**src/design/ifx_pkg.sv**
```systemverilog
// ----------------------------------------------------------------------------
// ifx_pkg: shared types and constants for the infix expression evaluator
// Character codes, request structs, sequencer states and the control and
// status structs of the shared multiply/divide unit.
// ----------------------------------------------------------------------------
package ifx_pkg;

    // Default datapath width for term and sum arithmetic
    localparam int VALUE_WIDTH_DEF = 32;
    // Width of the result value field
    localparam int OUT_WIDTH = 32;

    // Character codes
    localparam logic [7:0] CHAR_PLUS  = 8'h2B;
    localparam logic [7:0] CHAR_MINUS = 8'h2D;
    localparam logic [7:0] CHAR_STAR  = 8'h2A;
    localparam logic [7:0] CHAR_SLASH = 8'h2F;
    localparam logic [7:0] CHAR_SPACE = 8'h20;
    localparam logic [7:0] CHAR_ZERO  = 8'h30;
    localparam logic [7:0] CHAR_NINE  = 8'h39;

    // Input request: one character of the expression
    typedef struct packed {
        logic [7:0] char_code;
        logic       last_char;
    } in_req_t;

    // Output request: value and status of one expression
    typedef struct packed {
        logic signed [OUT_WIDTH-1:0] value;
        logic                        status;
    } out_req_t;

    // Top-level sequencer states
    typedef enum logic [1:0] {
        ST_IDLE,
        ST_CLOSE,
        ST_BUSY,
        ST_EMIT
    } ifx_state_t;

    // Shared unit operations
    typedef enum logic {
        MDU_MUL,
        MDU_DIV
    } mdu_op_t;

    // Shared unit phases
    typedef enum logic [1:0] {
        MDU_IDLE,
        MDU_PREP,
        MDU_STEP,
        MDU_FIX
    } mdu_phase_t;

    // Control from the sequencer to the shared unit
    typedef struct packed {
        logic    start;
        mdu_op_t op;
    } mdu_ctrl_t;

    // Status from the shared unit to the sequencer
    typedef struct packed {
        logic busy;
        logic done;
    } mdu_stat_t;

endpackage

```
**src/design/ifx_muldiv.sv**
```systemverilog
// ----------------------------------------------------------------------------
// ifx_muldiv: iterative multiply/divide unit around one shared adder
// Multiply keeps the low VALUE_WIDTH bits by shift-and-add; divide is a
// restoring divider on magnitudes with a sign fix-up, truncating toward zero.
// ----------------------------------------------------------------------------
module ifx_muldiv
    import ifx_pkg::*;
#(
    parameter int VALUE_WIDTH = VALUE_WIDTH_DEF
) (
    input  logic                   aclk,
    input  logic                   aresetn,
    input  mdu_ctrl_t              ctrl,
    input  logic [VALUE_WIDTH-1:0] opa,
    input  logic [VALUE_WIDTH-2:0] opb,
    output logic [VALUE_WIDTH-1:0] result,
    output mdu_stat_t              stat
);

    localparam int VW    = VALUE_WIDTH;
    localparam int CNT_W = $clog2(VW);

    mdu_phase_t          phase_reg, phase_next;
    mdu_op_t             op_reg, op_next;
    logic [CNT_W-1:0]    cnt_reg, cnt_next;
    logic [VW:0]         acc_reg, acc_next;
    logic [VW-1:0]       x_reg, x_next;
    logic [VW-1:0]       y_reg, y_next;
    logic                neg_reg, neg_next;
    logic [VW-1:0]       res_reg, res_next;
    logic                done_reg, done_next;

    logic [VW:0]         add_a, add_b, sum, rem_sh;
    logic                sub;

    assign rem_sh = {acc_reg[VW-1:0], x_reg[VW-1]};

    // Select the shared adder operands for the current phase
    always_comb begin
        add_a = '0;
        add_b = {1'b0, x_reg};
        sub   = 1'b0;
        unique case (phase_reg)
            MDU_PREP, MDU_FIX: begin
                sub = neg_reg;
            end
            MDU_STEP: begin
                if (op_reg == MDU_MUL) begin
                    add_a = acc_reg;
                end else begin
                    add_a = rem_sh;
                    add_b = {1'b0, y_reg};
                    sub   = 1'b1;
                end
            end
            default: begin
            end
        endcase
    end

    assign sum = add_a + (sub ? ~add_b : add_b) + {{VW{1'b0}}, sub};

    // Next phase
    always_comb begin
        phase_next = phase_reg;
        unique case (phase_reg)
            MDU_IDLE: if (ctrl.start) phase_next = MDU_PREP;
            MDU_PREP: phase_next = MDU_STEP;
            MDU_STEP: if (cnt_reg == '0) phase_next = MDU_FIX;
            MDU_FIX:  phase_next = MDU_IDLE;
            default:  phase_next = MDU_IDLE;
        endcase
    end

    // Datapath updates per phase
    always_comb begin
        op_next   = op_reg;
        cnt_next  = cnt_reg;
        acc_next  = acc_reg;
        x_next    = x_reg;
        y_next    = y_reg;
        neg_next  = neg_reg;
        res_next  = res_reg;
        done_next = 1'b0;
        unique case (phase_reg)
            MDU_IDLE: begin
                if (ctrl.start) begin
                    op_next  = ctrl.op;
                    cnt_next = CNT_W'(VW - 1);
                    acc_next = '0;
                    x_next   = opa;
                    y_next   = {1'b0, opb};
                    neg_next = (ctrl.op == MDU_DIV) && opa[VW-1];
                end
            end
            MDU_PREP: begin
                // take the dividend magnitude
                x_next = sum[VW-1:0];
            end
            MDU_STEP: begin
                cnt_next = cnt_reg - CNT_W'(1);
                if (op_reg == MDU_MUL) begin
                    if (y_reg[0]) acc_next = {1'b0, sum[VW-1:0]};
                    x_next = {x_reg[VW-2:0], 1'b0};
                    y_next = {1'b0, y_reg[VW-1:1]};
                end else begin
                    acc_next = sum[VW] ? rem_sh : sum;
                    x_next   = {x_reg[VW-2:0], ~sum[VW]};
                end
            end
            MDU_FIX: begin
                res_next  = (op_reg == MDU_MUL) ? acc_reg[VW-1:0] : sum[VW-1:0];
                done_next = 1'b1;
            end
            default: begin
            end
        endcase
    end

    always_ff @(posedge aclk) begin
        if (!aresetn) begin
            phase_reg <= MDU_IDLE;
            done_reg  <= 1'b0;
        end else begin
            phase_reg <= phase_next;
            done_reg  <= done_next;
        end
        op_reg  <= op_next;
        cnt_reg <= cnt_next;
        acc_reg <= acc_next;
        x_reg   <= x_next;
        y_reg   <= y_next;
        neg_reg <= neg_next;
        res_reg <= res_next;
    end

    assign result    = res_reg;
    assign stat.busy = (phase_reg != MDU_IDLE);
    assign stat.done = done_reg;

endmodule

```
**src/design/infix_four_op_evaluator.sv**
```systemverilog
// ----------------------------------------------------------------------------
// infix_four_op_evaluator: streaming evaluator for + - * / expressions
// Takes one ASCII character per request and returns one result request
// for each expression, at the character flagged last.
// ----------------------------------------------------------------------------
// Usage:
//   s_req carries char_code and last_char under s_valid/s_ready. Digits build
//   a saturating decimal number, spaces are skipped, any other character
//   closes the number under the pending operator. m_req carries the value
//   (sum plus last term, two's complement) and a division-by-zero status
//   under m_valid/m_ready.
//   Sequence: a digit or space is taken in the idle state alone. A closing
//   character moves to the close state, which settles + or -, an unknown
//   operator or a divide by zero; for * or / the shared multiply/divide unit
//   then loads, takes the magnitude, runs one bit a cycle, does the sign
//   fix-up and raises done. The last character adds the emit state to load
//   the output register. s_ready is high only while the sequencer is idle.
//   Stall: the result waits in the output register; the next expression is
//   accepted meanwhile and only its own last character waits for the slot.
//   Reset (aresetn low, synchronous) clears the expression state to an
//   empty sum with a pending '+', and drops any undelivered result.
// ----------------------------------------------------------------------------
module infix_four_op_evaluator
    import ifx_pkg::*;
#(
    parameter int VALUE_WIDTH = VALUE_WIDTH_DEF
) (
    input  logic     aclk,
    input  logic     aresetn,
    input  logic     s_valid,
    output logic     s_ready,
    input  in_req_t  s_req,
    output logic     m_valid,
    input  logic     m_ready,
    output out_req_t m_req
);

    localparam int VW = VALUE_WIDTH;

    ifx_state_t        state_reg, state_next;
    logic [VW-2:0]     number_reg, number_next;
    logic [7:0]        pending_reg, pending_next;
    logic [VW-1:0]     sum_reg, sum_next;
    logic [VW-1:0]     term_reg, term_next;
    logic              divz_reg, divz_next;
    logic [7:0]        char_reg, char_next;
    logic              last_reg, last_next;
    out_req_t          out_reg, out_next;
    logic              m_valid_reg, m_valid_next;

    mdu_ctrl_t         mdu_ctrl;
    mdu_stat_t         mdu_stat;
    logic [VW-1:0]     mdu_result;

    logic              s_fire, is_digit, closes, slot_free;
    logic [VW+2:0]     times10;
    logic [VW-2:0]     number_sat;
    logic [VW-1:0]     number_ext, total;
    logic [VW+OUT_WIDTH-1:0] total_ext;

    assign s_fire    = s_valid && s_ready;
    assign slot_free = !m_valid_reg || m_ready;
    assign is_digit  = (s_req.char_code >= CHAR_ZERO) && (s_req.char_code <= CHAR_NINE);
    assign closes    = s_req.last_char || (!is_digit && (s_req.char_code != CHAR_SPACE));

    // Append a digit, saturate at the largest positive value
    assign times10 = {1'b0, number_reg, 3'b000} + {2'b00, number_reg, 1'b0}
                     + (VW+3)'(s_req.char_code[3:0]);
    assign number_sat = (times10 > (VW+3)'({(VW-1){1'b1}})) ? {(VW-1){1'b1}}
                                                           : times10[VW-2:0];

    assign number_ext = {1'b0, number_reg};
    assign total      = sum_reg + term_reg;
    assign total_ext  = {{OUT_WIDTH{total[VW-1]}}, total};

    ifx_muldiv #(
        .VALUE_WIDTH (VALUE_WIDTH)
    ) u_muldiv (
        .aclk    (aclk),
        .aresetn (aresetn),
        .ctrl    (mdu_ctrl),
        .opa     (term_reg),
        .opb     (number_reg),
        .result  (mdu_result),
        .stat    (mdu_stat)
    );

    // Next state
    always_comb begin
        state_next = state_reg;
        unique case (state_reg)
            ST_IDLE: begin
                if (s_fire && closes) state_next = ST_CLOSE;
            end
            ST_CLOSE: begin
                if (pending_reg == CHAR_STAR
                    || (pending_reg == CHAR_SLASH && number_reg != '0)) begin
                    state_next = ST_BUSY;
                end else if (last_reg) begin
                    state_next = ST_EMIT;
                end else begin
                    state_next = ST_IDLE;
                end
            end
            ST_BUSY: begin
                if (mdu_stat.done) state_next = last_reg ? ST_EMIT : ST_IDLE;
            end
            ST_EMIT: begin
                if (slot_free) state_next = ST_IDLE;
            end
            default: state_next = ST_IDLE;
        endcase
    end

    // Datapath and handshake outputs
    always_comb begin
        number_next  = number_reg;
        pending_next = pending_reg;
        sum_next     = sum_reg;
        term_next    = term_reg;
        divz_next    = divz_reg;
        char_next    = char_reg;
        last_next    = last_reg;
        out_next     = out_reg;
        m_valid_next = m_valid_reg && !m_ready;
        mdu_ctrl     = '{start: 1'b0, op: MDU_MUL};
        s_ready      = 1'b0;
        unique case (state_reg)
            ST_IDLE: begin
                s_ready = 1'b1;
                if (s_fire) begin
                    if (is_digit) number_next = number_sat;
                    char_next = s_req.char_code;
                    last_next = s_req.last_char;
                end
            end
            ST_CLOSE: begin
                // close the number under the pending operator
                number_next  = '0;
                pending_next = char_reg;
                case (pending_reg)
                    CHAR_PLUS: begin
                        sum_next  = total;
                        term_next = number_ext;
                    end
                    CHAR_MINUS: begin
                        sum_next  = total;
                        term_next = '0 - number_ext;
                    end
                    CHAR_STAR: begin
                        mdu_ctrl = '{start: 1'b1, op: MDU_MUL};
                    end
                    CHAR_SLASH: begin
                        if (number_reg == '0) begin
                            divz_next = 1'b1;
                        end else begin
                            mdu_ctrl = '{start: 1'b1, op: MDU_DIV};
                        end
                    end
                    default: begin
                    end
                endcase
            end
            ST_BUSY: begin
                if (mdu_stat.done) term_next = mdu_result;
            end
            ST_EMIT: begin
                // hand over the result, then start a fresh expression
                if (slot_free) begin
                    out_next.value  = total_ext[OUT_WIDTH-1:0];
                    out_next.status = divz_reg;
                    m_valid_next    = 1'b1;
                    number_next     = '0;
                    pending_next    = CHAR_PLUS;
                    sum_next        = '0;
                    term_next       = '0;
                    divz_next       = 1'b0;
                end
            end
            default: begin
            end
        endcase
    end

    always_ff @(posedge aclk) begin
        if (!aresetn) begin
            state_reg   <= ST_IDLE;
            m_valid_reg <= 1'b0;
            number_reg  <= '0;
            pending_reg <= CHAR_PLUS;
            sum_reg     <= '0;
            term_reg    <= '0;
            divz_reg    <= 1'b0;
        end else begin
            state_reg   <= state_next;
            m_valid_reg <= m_valid_next;
            number_reg  <= number_next;
            pending_reg <= pending_next;
            sum_reg     <= sum_next;
            term_reg    <= term_next;
            divz_reg    <= divz_next;
        end
        char_reg <= char_next;
        last_reg <= last_next;
        out_reg  <= out_next;
    end

    assign m_valid = m_valid_reg;
    assign m_req   = out_reg;

endmodule
```
**config.mk**
```make
export PLATFORM = sky130hd
export DESIGN_NAME = infix_four_op_evaluator
export DESIGN_NICKNAME = d
export VERILOG_FILES = /design/src/design/ifx_pkg.sv /design/src/design/ifx_muldiv.sv /design/src/design/infix_four_op_evaluator.sv
export SDC_FILE = /design/constraint.sdc
export NUM_CORES = 1
export LEC_CHECK = 0
export BUFFER_PORTS_ARGS = -buffer_cell sky130_fd_sc_hd__buf_2
export CELL_PAD_IN_SITES_DETAIL_PLACEMENT = 0
export CELL_PAD_IN_SITES_GLOBAL_PLACEMENT = 1
export CORE_ASPECT_RATIO = 1.75
export CORE_MARGIN = 2
export CORE_UTILIZATION = 35
export DETAILED_ROUTE_END_ITERATION = 8
export GPL_TIMING_DRIVEN = 1
export PLACE_DENSITY = 0.57
export SKIP_LAST_GASP = 1
export SYNTH_ARGS = -nofsm -noshare
export SYNTH_HDL_FRONTEND = slang
export SYNTH_SLANG_ARGS = --single-unit
```
**constraint.sdc**
```tcl
create_clock -name aclk -period 7.2 [get_ports aclk]
set_input_delay 1.44 -clock aclk [delete_from_list [all_inputs] [get_ports aclk]]
set_output_delay 1.44 -clock aclk [all_outputs]
set_load 0.02 [all_outputs]
```
==> impl_metrics.env, run 1 <==
export IMPL_status="complete, no violations"
export IMPL_hold_worst_slack_ns=0.458
export IMPL_clkSlewWorstSetupHoldPaths_ns=0.07
export IMPL_clk_latency_ns=0.61
export IMPL_num_rows=113
export IMPL_startpoint_type="flip-flop"
export IMPL_arrival_ns=5.89
export IMPL_tns_ns=0
export IMPL_layout_common_cells="nor2_1 (236), a21oi_1 (228), edfxtp_1 (176)"
export IMPL_h_tree_depth=1
export IMPL_cts_tree="yes"
export IMPL_nNetsFinal=2196
export IMPL_die_w_um=180
export IMPL_syn_to_final_growth_pct=10.1
export IMPL_yosys_most_used_dff="edfxtp_1"
export IMPL_dieArea_um2=56200
export IMPL_slowest_stage="a21oi_4"
export IMPL_skew_ns=0.0236
export IMPL_cts_setup_buffers=0
export IMPL_drc_errors=0
export IMPL_drt_total_wl_um=65900
export IMPL_leakagePower_nw=8.41
export IMPL_hold_viol_final=0
export IMPL_irDropWorstVdd_mv=0.157
export IMPL_rsz0062_at_grt="false"
export IMPL_postSynthAreaPerCell_um2=9.22
export IMPL_ys_ff_latch=286
export IMPL_antennaDiodeCount=0
export IMPL_grt_ovfl_total=0
export IMPL_grt_max_degree=62
export IMPL_critPathCaptureType="flip-flop"
export IMPL_core_um2=54000
export IMPL_ctsResizeCount=0
export IMPL_fmax_mhz=180
export IMPL_setup_viol=0
export IMPL_worstSetupPathType="reg2reg"
export IMPL_cts_sinks=286
export IMPL_initial_core_util_pct=35.2
export IMPL_worst_path_buf_inv=4
export IMPL_path_common_cell="buf_4"
export IMPL_max_cap_viol_count=0
export IMPL_synth_nets=2205
export IMPL_grt_pass1_vias=16100
export IMPL_dr_pass1_iters=5
export IMPL_worst_slew_pin_slew_ns=1.20
export IMPL_die_h_um=312
export IMPL_grt_pass1_wl_um=98300
export IMPL_synth_area_um2=19000
export IMPL_drt_iter0_markers=827
export IMPL_internal_power_w=0.00366
export IMPL_hp_class="reg2reg"
export IMPL_required_ns=7.53
export IMPL_clkPwrFrac_pct=26.4
export IMPL_wl_per_cell_um=23.8
export IMPL_gp_congestion=0.874
export IMPL_drive_above_1_share_pct=10.7
export IMPL_final_common_cell="nor2_1"
export IMPL_combPwrFrac_pct=37.3
export IMPL_port_buffers=47
export IMPL_largest_register_ff_count=33
export IMPL_min_period_over_period_pct=77.2
export IMPL_switching_power_w=0.00232
export IMPL_antenna_found_initial=0
export IMPL_vias=15600
export IMPL_path_delay_family="compound AO/OA/AOI/OAI gates"
export IMPL_path_cells="inv_1 > ha_1 > buf_4 > o21ai_0 > a21oi_4 > buf_4 > xnor2_1 > ha_1 > a211oi_1 > o211ai_1 > a41o_1 > or3_1 > o211ai_1 > a21oi_1 > mux2i_4 > buf_4 > mux2i_1 > nor2_1"
export IMPL_crit_fanout=33
export IMPL_p_seq_share_pct=36.3
export IMPL_layout_min_cycle_time_ns=5.56
export IMPL_ant_nets=0
export IMPL_synth_edf_count=176
export IMPL_num_fill_cells=5463
export IMPL_slowest_delay_ns=0.70
export IMPL_synth_cells=2058
export IMPL_slew_headroom_pct=19.7
export IMPL_clockRootBuffer="clkbuf_16"
export IMPL_cts_buffers=30
export IMPL_async_reset_ff_share_pct=0
export IMPL_track_usage_pct=22.9
export IMPL_dp_hpwl_um=48100
export IMPL_p_per_area_nw_per_um2=286
export IMPL_ios=48
export IMPL_viasPerCell=5.65
export IMPL_hold_buffers=0
export IMPL_yosys_warnings=0
export IMPL_switching_share_pct=38.8
export IMPL_seq_area_frac_synth_pct=39.4
export IMPL_synthDistinctLibCells=78
export IMPL_reg2reg_slack_ns=1.64
export IMPL_drv_slew=0
export IMPL_clk_path_buf_depth=3
-- Yosys cell counts (11+ instances only) --
cell type	n	area, um^2
inv_1	51	191
xnor2_1	103	902
mux2_2	46	518
nand2_1	152	571
o21a_1	17	128
nand3_1	34	170
clkbuf_1	107	402
a22oi_1	57	428
a21oi_1	231	1160
a211oi_1	28	210
ha_1	130	1630
a21o_1	49	368
dfxtp_1	110	2200
and2_1	14	87.6
nor2_1	242	908
o211ai_1	15	113
xor2_1	38	333
o21bai_1	11	82.6
o21ai_0	119	596
edfxtp_1	176	5290
a311oi_1	15	131
nor3_1	32	160
nand2b_1	13	81.3
mux2i_1	85	851
-- power by group through the flow --
stage	Clock [W]	Sequential, W	Combinational (W)
after global routing	0.00168	0.00219	0.00245
after CTS	0.00162	0.00217	0.00223
after global placement	0	0.00221	0.00221
final	0.00158	0.00217	0.00223
after detailed placement	0	0.00221	0.00223
after floorplan	0	0.00214	0.00161
-- layout make-up --
| cell class | count | area [um^2] | area share, % |
|---|---|---|---|
| inverters | 53 | 199 | 0.952 |
| clock inverters | 18 | 135 | 0.647 |
| clock buffers | 38 | 842 | 4.03 |
| multi-input cells | 1599 | 10900 | 52.1 |
| well taps | 690 | 863 | 4.13 |
| flip-flops and latches | 286 | 7490 | 35.8 |
| repair buffers | 79 | 475 | 2.28 |
-- cells by family (layout without fill, tap and decap cells) --
group / after synthesis / count (layout) / synth area share [%]
AOI/OAI and AO/OA: 633 / 633 / 21.1
and+or+nand+nor: 559 / 559 / 13.1
DFF: 286 / 286 / 39.4
buffers and inverters: 173 / 188 / 3.61
xor gates and xnor gates: 141 / 141 / 6.51
adders and majority gates: 134 / 134 / 8.99
muxes: 132 / 132 / 7.28
-- metal layers --
metal | track usage [%] | routed length, um
met5 | 0 | 0
met4 | 7.15 | 1860
met3 | 1.63 | 1630
met2 | 47.1 | 37200
met1 | 24.1 | 25100
-- through the flow --
| stage | instances | setup WS [ns] | total power [W] | utilization (%) | area, um^2 |
|---|---|---|---|---|---|
| 2_1_floorplan | 2058 | 1.99 | 0.00376 | - | 19000 |
| 3_3_place_gp | 2707 | 1.73 | 0.00442 | 36.9 | 19900 |
| 3_5_place_dp | 2707 | 1.63 | 0.00443 | 36.9 | 19900 |
| 4_1_cts | 2763 | 1.60 | 0.00603 | 38.7 | 20900 |
| 5_1_grt | 2763 | 1.31 | 0.00631 | 38.7 | 20900 |
| 6_report | 2763 | 1.64 | 0.00598 | 38.7 | 20900 |
-- final timing paths --
check	end	startpoint	cells after the start
max	u_muldiv.acc_reg[14]$_SDFFCE_PP0P_	u_muldiv.phase_reg[1]$_SDFFE_PN0P_	18
min	sum_reg[0]$_SDFFE_PN0P_	sum_reg[0]$_SDFFE_PN0P_	2
max reg2reg	u_muldiv.acc_reg[14]$_SDFFCE_PP0P_	u_muldiv.phase_reg[1]$_SDFFE_PN0P_	18
min reg2reg	sum_reg[0]$_SDFFE_PN0P_	sum_reg[0]$_SDFFE_PN0P_	2
-- worst min-delay path, delay by kind of cell, from the launching register on --
family / cells / cell delay, ns
flip-flops: 1 / 0.31
AO/OA/AOI/OAI: 1 / 0.05
AND/OR/NAND/NOR: 1 / 0.05
(Power assumes the default switching activity.)
==> run 2: changes to the inputs <==
==> constraint.sdc (replaced) <==
create_clock -name aclk -period 5.3 [get_ports aclk]
set_input_delay 1.06 -clock aclk [delete_from_list [all_inputs] [get_ports aclk]]
set_output_delay 1.06 -clock aclk [all_outputs]
set_load 0.02 [all_outputs]
==> run 2 against run 1 <==
  * Die area stayed put
  * Final area is 1.7% higher
  * Flip-flop and latch count stayed put
  * Clock power is 46% higher
  * Worst setup slack worse by 1.3 ns
  * Sequential power is 37% higher
  * Combinational power is 37% higher
  * First-iteration DRC count is 5.0% higher
  * Fmax is 11% higher
  * Critical path type unchanged
  * Critical endpoint is now u_muldiv.x_reg[29]$_DFFE_PP_
==> impl_metrics.env, run 2 (synthesis gave the netlist of run 1 again) <==
export IMPL_startpoint="u_muldiv.phase_reg[1]$_SDFFE_PN0P_"
export IMPL_wl_per_cell_um=23.8
export IMPL_hold_buffers=0
export IMPL_path_delay_family="compound AO/OA/AOI/OAI gates"
export IMPL_setup_viol=0
export IMPL_ios=48
export IMPL_hold_viol_final=0
export IMPL_drv_slew=0
export IMPL_grt_pass1_vias=16100
export IMPL_clkPwrFrac_pct=27.6
export IMPL_layout_common_cells="nor2_1 (235), a21oi_1 (228), edfxtp_1 (176)"
export IMPL_cts_tree="yes"
export IMPL_dieArea_um2=56200
export IMPL_worst_slew_pin_slew_ns=1.11
export IMPL_worst_path_buf_inv=3
export IMPL_final_common_cell="nor2_1"
export IMPL_switching_share_pct=37.5
export IMPL_layout_min_cycle_time_ns=5.00
export IMPL_port_buffers=47
export IMPL_leakagePower_nw=8.60
export IMPL_cts_sinks=286
export IMPL_dp_hpwl_um=48600
export IMPL_fin_ws_ns=0.302
export IMPL_h_tree_depth=1
export IMPL_critPathCaptureType="flip-flop"
export IMPL_r2r_start="u_muldiv.phase_reg[1]$_SDFFE_PN0P_"
export IMPL_rsz0062_at_grt="false"
export IMPL_nNetsFinal=2221
export IMPL_grt_pass1_wl_um=100000
export IMPL_die_h_um=312
export IMPL_required_ns=5.61
export IMPL_dp_slack_ns=0.313
export IMPL_p_seq_share_pct=35.7
export IMPL_hp_class="reg2reg"
export IMPL_tns_ns=0
export IMPL_hold_path_startpoint="sum_reg[0]$_SDFFE_PN0P_"
export IMPL_switching_power_w=0.00312
export IMPL_grt_max_degree=70
export IMPL_syn_to_final_growth_pct=11.9
export IMPL_cts_setup_buffers=0
export IMPL_largest_register_ff_count=33
export IMPL_ctsResizeCount=0
export IMPL_antennaDiodeCount=0
export IMPL_drc_errors=0
export IMPL_num_fill_cells=5450
export IMPL_ant_nets=0
export IMPL_viasPerCell=5.67
export IMPL_drt_iter0_markers=868
export IMPL_antenna_found_initial=1
export IMPL_grt_ovfl_total=0
export IMPL_status="complete, no violations"
export IMPL_gp_congestion=0.885
export IMPL_p_per_area_nw_per_um2=392
export IMPL_internal_power_w=0.00521
export IMPL_cts_buffers=31
export IMPL_fmax_mhz=200
export IMPL_worstSetupPathType="reg2reg"
export IMPL_max_cap_viol_count=0
export IMPL_slowest_delay_ns=0.63
export IMPL_clk_latency_ns=0.58
export IMPL_clk_path_buf_depth=3
export IMPL_min_period_over_period_pct=94.3
export IMPL_startpoint_type="flip-flop"
export IMPL_slowest_stage="a311oi_1"
export IMPL_combPwrFrac_pct=36.7
export IMPL_arrival_ns=5.31
export IMPL_clkSlewWorstSetupHoldPaths_ns=0.06
export IMPL_seqCellArea_um2=7490
export IMPL_drt_total_wl_um=66300
export IMPL_track_usage_pct=23.0
export IMPL_initial_core_util_pct=35.2
export IMPL_path_cells="inv_1 > ha_1 > o21ai_0 > a21oi_4 > buf_12 > xnor2_1 > ha_1 > a21o_1 > a2111oi_0 > buf_4 > o211ai_1 > a311oi_1 > o21ai_0 > xor2_1 > a22oi_1 > a21oi_1"
export IMPL_vias=15800
export IMPL_clockRootBuffer="clkbuf_16"
export IMPL_skew_ns=0.0134
export IMPL_dr_pass1_iters=5
export IMPL_multiInputGateArea_um2=10900
export IMPL_die_w_um=180
export IMPL_num_rows=113
export IMPL_drive_above_1_share_pct=11.4
export IMPL_slew_headroom_pct=25.8
export IMPL_crit_fanout=13
export IMPL_irDropWorstVdd_mv=0.232
export IMPL_core_um2=54000
-- run 2: layout make-up --
| type | instances | area share (%) |
|---|---|---|
| Clock buffer | 39 | 3.84 |
| Clock inverter | 18 | 1.06 |
| Inverter | 53 | 0.937 |
| Multi-Input combinational cell | 1599 | 51.3 |
| Sequential cell | 286 | 35.2 |
| Tap cell | 690 | 4.06 |
| Timing Repair Buffer | 103 | 3.56 |
-- run 2: worst paths after layout --
path	end	slack (ns)	cells after the start
min	sum_reg[0]$_SDFFE_PN0P_	0.46	2
max	u_muldiv.x_reg[29]$_DFFE_PP_	0.30	16
min reg2reg	sum_reg[0]$_SDFFE_PN0P_	0.46	2
max reg2reg	u_muldiv.x_reg[29]$_DFFE_PP_	0.30	16
-- run 2: power by group through the flow --
| stage | combinational, W | sequential, W | clock (W) |
|---|---|---|---|
| global placement | 0.00301 | 0.00302 | 0 |
| finish | 0.00305 | 0.00297 | 0.00230 |
| detailed placement | 0.00303 | 0.00301 | 0 |
| floorplan | 0.00219 | 0.00291 | 0 |
| CTS | 0.00304 | 0.00297 | 0.00237 |
| global route | 0.00338 | 0.00299 | 0.00243 |
-- run 2: worst register-to-register path: stages (launching register included) --
cell,delay (ns)
dfxtp_1,0.41
inv_1,0.11
ha_1,0.21
o21ai_0,0.36
a21oi_4,0.25
buf_12,0.23
xnor2_1,0.14
ha_1,0.35
a21o_1,0.26
a2111oi_0,0.57
buf_4,0.23
o211ai_1,0.26
a311oi_1,0.64
o21ai_0,0.21
xor2_1,0.22
a22oi_1,0.19
a21oi_1,0.09
-- run 2: layer usage --
layer / vias up / global-route usage [%] / wire, um
met3: 102 / 1.60 / 1850
met4: 0 / 9.60 / 2830
met2: 328 / 45.6 / 36700
met5: - / 0 / 0
met1: 7769 / 24.8 / 24900
li1: 7603 / - / -
-- run 2: per-stage QoR --
stage	total power (W)	util (%)	instance area [um^2]	hold slack [ns]	instances
floorplan	0.00510	-	19000	0.409	2058
global placement	0.00603	37.4	20200	0.446	2731
detailed placement	0.00605	37.4	20200	0.455	2731
CTS	0.00839	39.3	21200	0.463	2788
global route	0.00880	39.3	21200	0.476	2788
finish	0.00832	39.3	21200	0.459	2788
